File: src/tbwi_pkg.sv
`timescale 1ns / 1ps
//------------------------------------------------------------------------------
// tbwi_pkg
// Shared widths and controller/datapath interface types for the bone weight
// insertion block.
//------------------------------------------------------------------------------
package tbwi_pkg;

    localparam int VERTEX_W    = 12;
    localparam int BONE_W      = 8;
    localparam int WEIGHT_W    = 16;
    localparam int ENTRY_W     = BONE_W + WEIGHT_W;
    localparam int SHOWN_SLOTS = 4;

    typedef struct packed {
        logic clear_step;
        logic capture;
        logic commit;
    } tbwi_cmd_t;

    typedef struct packed {
        logic clear_last;
    } tbwi_sts_t;

endpackage

File: src/tbwi_ctrl.sv
`timescale 1ns / 1ps
//------------------------------------------------------------------------------
// tbwi_ctrl
// Sequencer: clearing pass after reset, then read, insert and write back one
// word at a time, with a result register toward the output side.
//------------------------------------------------------------------------------
module tbwi_ctrl (
    input  logic                clk,
    input  logic                rst_n,
    input  logic                in_valid,
    output logic                in_ready,
    output logic                out_valid,
    input  logic                out_ready,
    input  tbwi_pkg::tbwi_sts_t sts,
    output tbwi_pkg::tbwi_cmd_t cmd
);
    import tbwi_pkg::*;

    typedef enum logic [1:0] {
        ST_CLEAR,
        ST_IDLE,
        ST_COMMIT
    } state_t;

    state_t state_reg, state_next;
    logic   out_valid_reg, out_valid_next;

    always_comb
    begin
        state_next     = state_reg;
        out_valid_next = out_valid_reg && !out_ready;
        cmd            = '0;
        in_ready       = 1'b0;
        unique case (state_reg)
            ST_CLEAR:
            begin
                cmd.clear_step = 1'b1;
                if (sts.clear_last)
                begin
                    state_next = ST_IDLE;
                end
            end
            ST_IDLE:
            begin
                in_ready = 1'b1;
                if (in_valid)
                begin
                    cmd.capture = 1'b1;
                    state_next  = ST_COMMIT;
                end
            end
            ST_COMMIT:
            begin
                if (!out_valid_reg || out_ready)
                begin
                    cmd.commit     = 1'b1;
                    out_valid_next = 1'b1;
                    state_next     = ST_IDLE;
                end
            end
            default:
            begin
                state_next = ST_CLEAR;
            end
        endcase
    end

    always_ff @(posedge clk or negedge rst_n)
    begin
        if (!rst_n)
        begin
            state_reg     <= ST_CLEAR;
            out_valid_reg <= 1'b0;
        end
        else
        begin
            state_reg     <= state_next;
            out_valid_reg <= out_valid_next;
        end
    end

    assign out_valid = out_valid_reg;

endmodule

File: config.mk
export PLATFORM = sky130hd
export DESIGN_NAME = tbwi_ctrl
export DESIGN_NICKNAME = d
export VERILOG_FILES = /design/src/tbwi_pkg.sv /design/src/tbwi_ctrl.sv
export SDC_FILE = /design/constraint.sdc
export NUM_CORES = 1
export LEC_CHECK = 0
export BUFFER_PORTS_ARGS = -buffer_cell sky130_fd_sc_hd__buf_2
export CORE_AREA = 2 2 39 41
export DETAILED_ROUTE_END_ITERATION = 8
export DIE_AREA = 0 0 41 43
export SLEW_MARGIN = 20
export SYNTH_ARGS = -nofsm -noshare
export SYNTH_HDL_FRONTEND = slang
export SYNTH_SLANG_ARGS = --single-unit
File: constraint.sdc
create_clock -name clk -period 0.8 [get_ports clk]
set_input_delay 0.12 -clock clk [delete_from_list [all_inputs] [get_ports clk]]
set_output_delay 0.12 -clock clk [all_outputs]
set_load 0.01 [all_outputs]
Yosys cells after proc, flatten, opt, wreduce, memory -nomap -nowiden:

Cells that the tools add are included.

* output and inout bits: 5
* bits in registers: 3
* bits of input ports: 5
* word-level logic and storage cells: 25

* eq/ne operators: 5
* muxes and demuxes: 12
* reduce and logical (&&, ||, !) cells: 6

Operator list (number)
* 1-bit 2-to-1 mux: 8
* 2-bit 2-to-1 mux: 3
* 2-bit inequality test, second input constant: 3
* 2-bit one-hot mux with 3 select lines: 1
* 3-bit AND reduction: 1
* 2-bit by 1-bit == test with 1-bit output, second input constant: 1
* 2-bit == test, second input constant: 1
* 1-bit logical NOT: 2
* 2-bit logical NOT: 1
* 1-bit logical AND: 1
* 1-bit logical OR: 1

Logic depth before layout (Yosys ltp):

Gate-level depths: netlist (run 1).

* depth in word-level cells: 4
* mapped depth: 2
* depth with buffers taken out: 2

Worst setup path after synthesis (run 1):

No wires, ideal clock.

* kind: register -> output
* start point: register state_reg[0]
* end point: output cmd[0] (netlist bit)
* slack: -0.095 ns
* data required time: 0.680 ns
* data arrival time: 0.775 ns
* cell stages (with the launch flop): 3
* buffers on the path: 0
* cells stage by stage: dfrtp_1 -> nand2b_2 -> nor2_1

RTL lines
* from (decl): line tbwi_ctrl.sv:25 `state_t state_reg, state_next;`
* from (signal assigned): line tbwi_ctrl.sv:77 `state_reg <= state_next;`
* to (decl): line tbwi_ctrl.sv:15 `output tbwi_pkg::tbwi_cmd_t cmd`

==> metrics.log, run 1 <==
[metrics] most common cell in the synthesized netlist: nor2_1
[metrics] wire length of the first global-routing pass: 710 um
[metrics] number of I/O pins: 10
[metrics] flip-flop cell with the highest count after synthesis: dfrtp_1
[metrics] nets in the synthesized netlist: 21
[metrics] vias in the first global route: 193
[metrics] Iter 0 DRT Violations: 1
[metrics] post-route setup TNS: -1.78 ns
[metrics] post-synth cell types: 9
[metrics] pin count of the biggest net entering global routing: 6
[metrics] ratio of final minimum period to clock period: 139%
[metrics] number of max-slew violations in the final report: 0
[metrics] post-synthesis cell count: 16
[metrics] fraction of synthesized cell area taken by the top area cell type: 48.0%
[metrics] worst slew slack as a fraction of its limit: between 80 and 90%
[metrics] DPL Wire Length: 322 um
[metrics] Total Power Consumption: 1.33 mW
[metrics] failing checks: negative setup slack
[metrics] post-detailed-route DRC marker count: 0
[metrics] clk buf depth: 2
[metrics] die area: between 0.0015 and 0.002 mm2
[metrics] CP startpoint kind: flop
[metrics] Synth Cell Area: 156 um2
[metrics] count of endpoints failing setup in the final report: 8
[metrics] grt total ovfl: 0
[metrics] routed length on met2: about 310 um
[metrics] clock root buffer: clkbuf_4
[metrics] TritonCTS clock tree: done
[metrics] leakage power: 0.173 nW
[metrics] uppermost layer routed: met3
[metrics] floorplan core area: 0.00138 mm2
[metrics] transition time of the tightest slew-check pin: ~0.20 ns
[metrics] setup repair after global routing missed its margin: true
[metrics] Avg Inst Size Synth: 9.78 um2
[metrics] Skew-Pair Late Insertion Delay: 0.23 ns
[metrics] cells taking the most area after synthesis: dfrtp_1 48%, o32ai_2 10%, nor2_1 9.6%, nor2b_1 8.0%, and2_4 5.6%
[metrics] post-route setup slack: -0.310 ns
[metrics] R2R Path Start: state_reg[0]
[metrics] number of antenna violations at the first check in global routing: 0
[metrics] routability congestion estimate: 0.666
[metrics] cell total after placement: 42
[metrics] Arrival @ worst endpoint: 0.99 ns
[metrics] growth of design area from synthesis to finish: 129%
[metrics] largest area contributor in the netlist: dfrtp_1
[metrics] total via count after detailed routing: 189
[metrics] clock transition time at the flip-flop clock pins of the worst setup and hold paths: ~0.040 ns
[metrics] Die Wd: 41 um
[metrics] detailed-router iteration count before antenna repair: 2
[metrics] post-layout net count: 42
[metrics] per-cell via count in the routed design: 3.63
[metrics] Seq/Total Area, Yosys: a little under half
[metrics] Antenna Cells: 0
[metrics] number of port buffers: 9
[metrics] yosys warns: 0
[metrics] Rows: 14
[metrics] starting density of the core: 11.3%
[metrics] Fillers: 165
[metrics] crit path from: state_reg[0]
[metrics] final critical path time including I/O delays and setup: 1.11 ns
[metrics] Worst Min Path Start: out_ready
[metrics] overall track demand over capacity in global routing: 7.12%
[metrics] PD cells: 3730 mW/mm2
[metrics] register bit count reported by yosys: 3
[metrics] run status: complete, but fails checks
[metrics] number of sinks on the clock net: 3
[metrics] length of routed wiring on met1: 161 um
[metrics] average detailed-routed wire length per instance: 9.58 um
[metrics] met3 layer wire length in the routed design: ~23 um
[metrics] worst path required time: 0.68 ns
[metrics] HP Class: input port to flop
[metrics] Cell Count, Final, Fillers Out: 52
[metrics] Max Cap Violations: 0
[metrics] Die Y-Extent: ~43 um
[metrics] Synth top cells by count: 4 x nor2_1, 3 x dfrtp_1, 2 x nand2_1, 2 x nor2b_1
[metrics] maximum vdd drop: 0.000905 V
[metrics] Worst Skew: between 0.003 and 0.004 ns
[metrics] kind of critical path: flop to primary output
[metrics] Total Wirelength: 498 um
[metrics] Post-DRT Antenna Nets: 0
[metrics] H-tree lvl count: 1
[metrics] cts bufs inserted: 3
[metrics] async set-reset flop share out of synthesis: 100%
[metrics] Crit Path Max Fanout: 5
[metrics] highest attainable clock frequency: 901 MHz
[metrics] number of hold-slack violations in the final timing report: 0
[metrics] flip-flop count of the largest register, all copies and words added: 2
[metrics] share of layout cells above drive strength 1: 72.2%
[metrics] nature of the critical path endpoint: primary output
[metrics] number of synthesized flops with an enable pin: 0
worst max-delay path, stage by stage (launching register included):
cell and delay [ns]:
dfrtp_1 0.41, nand2b_4 0.17, nor2_4 0.08, buf_6 0.10
final timing paths:
check	endpoint	slack, ns	cells past startpoint
setup / recovery	cmd[0]	-0.31	3
hold / removal	state_reg[0]	0.18	3
max in group asynchronous	state_reg[1]	0.46	2
hold reg to reg	state_reg[1]	0.65	2
setup reg to reg	state_reg[0]	-0.24	4
min in group asynchronous	out_valid	0.21	2
cell type report:
type,instances,area (um2),area share [%]
well taps,16,20.0,5.59
repair buffers,16,120,33.6
clock buffers,4,26.3,7.34
flip-flops and latches,3,76.3,21.3
multi-input cells,13,115,32.2
through the flow:
step | hold WS (ns) | util (%) | instance area (um2) | worst slack, ns
2_1_floorplan | -0.176 | - | 176 | -0.0224
3_3_place_gp | -0.0828 | 18.0 | 249 | -0.111
3_5_place_dp | -0.0817 | 18.0 | 249 | -0.114
4_1_cts | 0.189 | 24.1 | 333 | -0.318
5_1_grt | 0.206 | 25.9 | 358 | -0.340
6_report | 0.184 | 25.9 | 358 | -0.310
cell usage in the layout, fill, tap and decap left out:
master / n
nand2b_4: 1
nor2_4: 1
and2_4: 1
nand2_4: 1
buf_4: 4
nand2b_1: 1
clkbuf_1: 1
nor2_1: 3
nand2_1: 1
nor2b_1: 1
buf_6: 4
o22ai_2: 1
buf_2: 7
o32ai_2: 1
clkbuf_4: 3
dlygate4sd3_1: 1
dfrtp_2: 1
dfrtp_1: 2
nor2b_4: 1
metal layers:
layer	vias to the layer above	track usage, %
li1	95	-
met1	87	5.13
met2	7	9.69
met3	0	4.71
met4	0	10.0
met5	-	0
cells by family (layout without fill, tap and decap cells):
logic type	count (synthesis)	after routing	synth area share [%]
buffers and inverters	0	20	0
DFF	3	3	48.0
and+or+nand+nor	11	11	37.6
AOI/OAI and AO/OA	2	2	14.4
timing repair:
item / CTS / global route
hold buffers: 1 / 0
endpoints found under the setup margin: 7 / 8
resized for setup: 4 / 4
hold endpoints to repair: 3 / 0
pin swaps: 3 / 0
buffers inserted: 5 / 1
report_power, final:
part / leakage, nW / switching, mW / total [mW] / internal (mW)
Sequential: 0.0365 / 0.0846 / 0.309 / 0.224
Clock: 0.0150 / 0.0809 / 0.268 / 0.187
Combinational: 0.121 / 0.292 / 0.758 / 0.466
(Power assumes the default switching activity.)
==> run 2: changes to the inputs <==
- BUFFER_PORTS_ARGS: -buffer_cell sky130_fd_sc_hd__buf_2 -> -buffer_cell sky130_fd_sc_hd__clkbuf_2
- CTS_CLUSTER_DIAMETER: unset -> 200
- HOLD_SLACK_MARGIN: unset -> 0.12
==> metrics.log, run 2 (synthesis gave the netlist of run 1 again) <==
[metrics] nature of the critical path endpoint: primary output
[metrics] worst slew slack as a fraction of its limit: 87.5%
[metrics] Worst Skew: 0.00496 ns
[metrics] number of sinks on the clock net: 3
[metrics] Reg power frac: about a quarter
[metrics] grt total ovfl: 0
[metrics] highest attainable clock frequency: around 900 MHz
[metrics] Total Wirelength: ~400 um
[metrics] share of layout cells above drive strength 1: 72.7%
[metrics] Die Y-Extent: roughly 43 um
[metrics] Iter 0 DRT Violations: 0
[metrics] number of max-slew violations in the final report: 0
[metrics] area used by sequential logic in the layout: 77.6 um2
[metrics] pin count of the biggest net entering global routing: 7
[metrics] post-route setup slack: -0.309 ns
[metrics] ratio of final minimum period to clock period: 139%
[metrics] HP Class: input port to flop
[metrics] CP startpoint kind: flop
[metrics] TritonCTS clock tree: done
[metrics] number of antenna violations at the first check in global routing: 0
[metrics] DPL Wire Length: 312 um
[metrics] starting density of the core: a little under an eighth
[metrics] Antenna Cells: 0
[metrics] wire length of the first global-routing pass: 683 um
[metrics] maximum vdd drop: 0.00116 V
[metrics] post-layout instance area: 332 um2
[metrics] number of port buffers: 9
[metrics] post-detailed-route DRC marker count: 0
[metrics] kind of critical path: flop to primary output
[metrics] growth of design area from synthesis to finish: 112%
[metrics] clock transition time at the flip-flop clock pins of the worst setup and hold paths: 0.03 ns
[metrics] Crit Path Max Fanout: 6
[metrics] worst slack at placement: -0.114 ns
[metrics] setup repair after global routing missed its margin: true
[metrics] transition time of the tightest slew-check pin: 0.187 ns
[metrics] logic gate share of total power: between 50% and 60%
[metrics] failing checks: negative setup slack
[metrics] post-layout net count: 39
[metrics] flip-flop count of the largest register, all copies and words added: 2
[metrics] Max Cap Violations: 0
[metrics] total via count after detailed routing: 170
[metrics] area used by multi-input combinational logic: 110 um2
[metrics] die area: 0.00176 mm2
[metrics] cts bufs inserted: 3
[metrics] Arrival @ worst endpoint: 0.99 ns
[metrics] leading cell type in the layout, fill and taps excluded: clkbuf_2
[metrics] worst path required time: 0.68 ns
[metrics] routability congestion estimate: about 0.66
[metrics] Switching Power: 0.419 mW
[metrics] part of the total power dissipated in the clock network: 21.4%
[metrics] number of I/O pins: 10
[metrics] count of endpoints failing setup in the final report: 8
[metrics] cell total after placement: 42
[metrics] run status: complete, but fails checks
[metrics] Skew-Pair Late Insertion Delay: 0.23 ns
[metrics] average detailed-routed wire length per instance: 8.35 um
[metrics] floorplan core area: 0.00138 mm2
[metrics] clk buf depth: 2
[metrics] switching share of total power: between 30% and 40%
[metrics] Die Wd: 41 um
[metrics] leakage power: 0.158 nW
[metrics] instance area after placement: approximately 250 um2
[metrics] Fillers: about 160
[metrics] clock root buffer: clkbuf_4
[metrics] P_int: 0.810 mW
[metrics] final critical path time including I/O delays and setup: 1.11 ns
[metrics] PD cells: 3710 mW/mm2
[metrics] overall track demand over capacity in global routing: about 6.7%
[metrics] Rows: 14
[metrics] vias in the first global route: ~180
[metrics] Post-DRT Antenna Nets: 0
[metrics] reg-to-reg setup timing slack: -0.14 ns
[metrics] per-cell via count in the routed design: 3.47
[metrics] number of hold-slack violations in the final timing report: 0
[metrics] H-tree lvl count: 1
[metrics] highest-count cells in the layout ignoring fill and taps: 5 x clkbuf_2, 4 x buf_6, 3 x nor2_1, 3 x clkbuf_4
[metrics] utilization after layout: 24.0%
[metrics] Cell Count, Final, Fillers Out: between 40 and 50
[metrics] detailed-router iteration count before antenna repair: 1
## run 2: path summary, 6_finish.rpt
check,startpoint,to,depth (start not counted)
max,state_reg[0],cmd[0],3
min,out_ready,state_reg[0],3
max reg2reg,state_reg[0],state_reg[0],3
min reg2reg,state_reg[0],state_reg[1],2
max in group asynchronous,rst_n,state_reg[0],2
min in group asynchronous,rst_n,out_valid,2
## run 2: repair_timing
item	in CTS	in global routing
hold buffers	1	0
gates resized for setup	4	8
buffers inserted	2	1
hold endpoints to repair	3	0
setup endpoints to repair	7	8
## run 2: power groups by stage
stage          clock network (mW)  logic, mW  registers, mW
2_1_floorplan                   0      0.301          0.311
3_5_place_dp                    0      0.495          0.311
6_report                    0.263      0.647          0.319
5_1_grt                     0.285      0.705          0.335
3_3_place_gp                    0      0.490          0.308
4_1_cts                     0.277      0.596          0.314
## run 2: critical path: stages, from the launching register on
cell	delay (ns)
dfrtp_2	0.42
nand2b_4	0.16
nor2_4	0.08
buf_6	0.10
## run 2: through the flow
step           hold slack, ns  power [mW]  TNS (ns)
4_1_cts                 0.181        1.19     -1.63
5_1_grt                 0.192        1.33     -1.85
3_5_place_dp          -0.0810       0.806    -0.294
3_3_place_gp          -0.0820       0.798    -0.265
2_1_floorplan          -0.176       0.611   -0.0224
6_report                0.184        1.23     -1.47
## run 2: layout make-up
cell class / instances / area share [%]
clock buffer: 4 / 7.92
multi-input combinational: 13 / 33.2
sequential: 3 / 23.4
tap: 16 / 6.04
timing repair buffer: 13 / 29.4
## run 2: per-layer routing
metal,global-route usage [%],wire length [um],vias up
met5,0,0,-
met4,10.0,19,0
met3,3.14,24,2
met2,8.44,201,7
met1,6.11,164,72
li1,-,-,89
==> run 3: changes to the inputs <==
- ABC_AREA: unset -> 1
- SETUP_SLACK_MARGIN: unset -> 0.15
==> metrics.log, run 3 <==
[metrics] flip-flop cell with the highest count after synthesis: dfrtp_1
[metrics] Arrival @ worst endpoint: 1.00 ns
[metrics] H-tree lvl count: 1
[metrics] async set-reset flop share out of synthesis: 100%
[metrics] nets in the synthesized netlist: 28
[metrics] Cell Count, Final, Fillers Out: 56
[metrics] run status: complete, but fails checks
[metrics] worst path required time: 0.68 ns
[metrics] utilization after layout: between 20% and 30%
[metrics] worst slack at placement: -0.128 ns
[metrics] worst slew slack as a fraction of its limit: 89.7%
[metrics] critical path's most frequent cell: nor2_2
[metrics] number of antenna violations at the first check in global routing: 0
[metrics] ratio of final minimum period to clock period: 140%
[metrics] die area: ~0.0018 mm2
[metrics] CP startpoint kind: flop
[metrics] HP Class: input port to flop
[metrics] failing checks: negative setup slack
[metrics] clock root buffer: clkbuf_4
[metrics] most common cell in the synthesized netlist: inv_1
[metrics] Crit Path Max Fanout: 4
[metrics] floorplan core area: 0.00138 mm2
[metrics] highest-count cells in the layout ignoring fill and taps: 7 x clkbuf_2, 4 x nand2_1, 4 x inv_1, 4 x nor2_2
[metrics] leakage power: 0.170 nW
[metrics] pin count of the biggest net entering global routing: 5
[metrics] Die Y-Extent: 43 um
[metrics] most crowded layer after global routing: met4
[metrics] Avg Inst Size Synth: 6.69 um2
[metrics] met2 track utilization from global routing: 9.38%
[metrics] wire length of the first global-routing pass: 593 um
[metrics] clk buf depth: 2
[metrics] overall track demand over capacity in global routing: under 10%
[metrics] highest attainable clock frequency: 893 MHz
[metrics] maximum vdd drop: between 0.0005 and 0.0006 V
[metrics] post-layout instance area: ~300 um2
[metrics] grt total ovfl: 0
[metrics] clock transition time at the flip-flop clock pins of the worst setup and hold paths: 0.04 ns
[metrics] routability congestion estimate: roughly 0.53
[metrics] post-synth cell types: 6
[metrics] count of endpoints failing setup in the final report: 7
[metrics] critical-path cell with the highest stage delay: dfrtp_1
[metrics] post-detailed-route DRC marker count: 0
[metrics] post-layout net count: 46
[metrics] post-synthesis cell count: 23
[metrics] Seq/Total Area, Yosys: 48.8%
[metrics] largest area contributor in the netlist: dfrtp_1
[metrics] Total Wirelength: 364 um
[metrics] DPL Wire Length: 293 um
[metrics] post-route setup slack: -0.320 ns
[metrics] Synth Cell Area: 154 um2
[metrics] cell family with most CP delay: flip-flops
[metrics] fraction of synthesized cell area taken by the top area cell type: 48.8%
[metrics] yosys warns: 0
[metrics] instance area after placement: 244 um2
[metrics] number of I/O pins: 10
[metrics] Iter 0 DRT Violations: 0
[metrics] Post-DRT Antenna Nets: 0
[metrics] Global Route met1 Usage: 2.57%
[metrics] transition time of the tightest slew-check pin: 0.153 ns
[metrics] Antenna Cells: 0
[metrics] cts bufs inserted: 3
[metrics] cell total after placement: 50
[metrics] reg-to-reg setup timing slack: -0.13 ns
[metrics] largest incremental delay on the critical path: about 0.4 ns
[metrics] cells taking the most area after synthesis: dfrtp_1 49%, inv_1 17%, nand2_1 12%, nor2_1 12%, o21ai_0 6.5%
[metrics] register bit count reported by yosys: 3
[metrics] number of hold-slack violations in the final timing report: 0
[metrics] final critical path time including I/O delays and setup: 1.12 ns
[metrics] average detailed-routed wire length per instance: between 6 and 7 um
[metrics] number of sinks on the clock net: 3
[metrics] per-cell via count in the routed design: 3.36
[metrics] PD cells: 3690 mW/mm2
[metrics] kind of critical path: flop to primary output
[metrics] number of max-slew violations in the final report: 0
[metrics] flip-flop count of the largest register, all copies and words added: 2
[metrics] TritonCTS clock tree: done
[metrics] nature of the critical path endpoint: primary output
[metrics] Worst Skew: 0.00292 ns
[metrics] Skew-Pair Late Insertion Delay: about 0.23 ns
[metrics] vias in the first global route: 195
[metrics] buffers and inverters on the worst path: 2
[metrics] Fin Hold WS: 0.123 ns
[metrics] met3 Resource Use GR: around 3.1%
[metrics] Max Cap Violations: 0
[metrics] Synth top cells by count: 7 x inv_1, 5 x nand2_1, 5 x nor2_1
[metrics] Critical Path, Cell by Cell: nor2_2, inv_2, nor2_2, buf_2
[metrics] leading cell type in the layout, fill and taps excluded: clkbuf_2
[metrics] starting density of the core: 11.1%
[metrics] number of synthesized flops with an enable pin: 0
[metrics] total via count after detailed routing: 188
[metrics] Die Wd: 41 um
[metrics] share of layout cells above drive strength 1: roughly 60%
[metrics] growth of design area from synthesis to finish: 97.6%
[metrics] number of port buffers: 9
[metrics] setup repair after global routing missed its margin: true
[metrics] detailed-router iteration count before antenna repair: 1
[metrics] Rows: 14
==> run 3: changes by cell type after synthesis, sizes merged <==
cell	previous run	this run
and2	1	0
inv	0	7
nand2	2	5
nand2b	2	0
nand3	0	1
nor2	4	5
nor2b	2	0
o21ai	0	2
o22ai	1	0
o32ai	1	0
==> run 3: per-layer routing <==
metal	routed length [um]	vias up
met5	0	-
met4	0	0
met3	19	0
met2	236	6
met1	108	83
li1	-	99
==> run 3: final timing paths <==
check / startpoint / endpoint / depth (start not counted)
min: out_ready / out_valid / 2
max in group asynchronous: rst_n / state_reg[1] / 2
max: state_reg[0] / cmd[0] / 4
min reg2reg: out_valid / out_valid / 2
min in group asynchronous: rst_n / out_valid / 2
max reg2reg: state_reg[0] / state_reg[0] / 5
==> run 3: final cells by class <==
| cell class | count | area [um2] |
|---|---|---|
| Fill cell | 162 | 1080 |
| Timing Repair Buffer | 13 | 83.8 |
| Sequential cell | 3 | 75.1 |
| Multi-Input combinational cell | 13 | 72.6 |
| Clock buffer | 4 | 26.3 |
| Inverter | 7 | 26.3 |
| Tap cell | 16 | 20.0 |
==> run 3: cells by family after synthesis <==
kind of cell	share of synthesized area (%)
flops	48.8
buf+inv	17.1
compound gates	6.50
simple gates	27.6
==> run 3: stage by stage <==
stage | TNS [ns] | power, mW
after floorplan | -0.0594 | 0.538
after global placement | -0.382 | 0.744
after detailed placement | -0.436 | 0.754
after CTS | -1.56 | 1.08
after global routing | -1.83 | 1.24
final | -1.40 | 1.12
==> run 3: power by group <==
group / internal [mW] / switching [mW]
Sequential: 0.220 / 0.0497
Clock: 0.187 / 0.0753
Combinational: 0.279 / 0.310
Total: 0.686 / 0.435
==> run 3: timing repair <==
| action | 4_1_cts | 5_1_grt |
|---|---|---|
| pin swaps | 3 | 1 |
| hold endpoints to repair | 4 | 0 |
| hold buffers | 1 | 0 |
| gates resized for setup | 1 | 7 |
| setup endpoints to repair | 8 | 8 |
| gates cloned | 0 | 0 |
| buffers inserted | 1 | 0 |
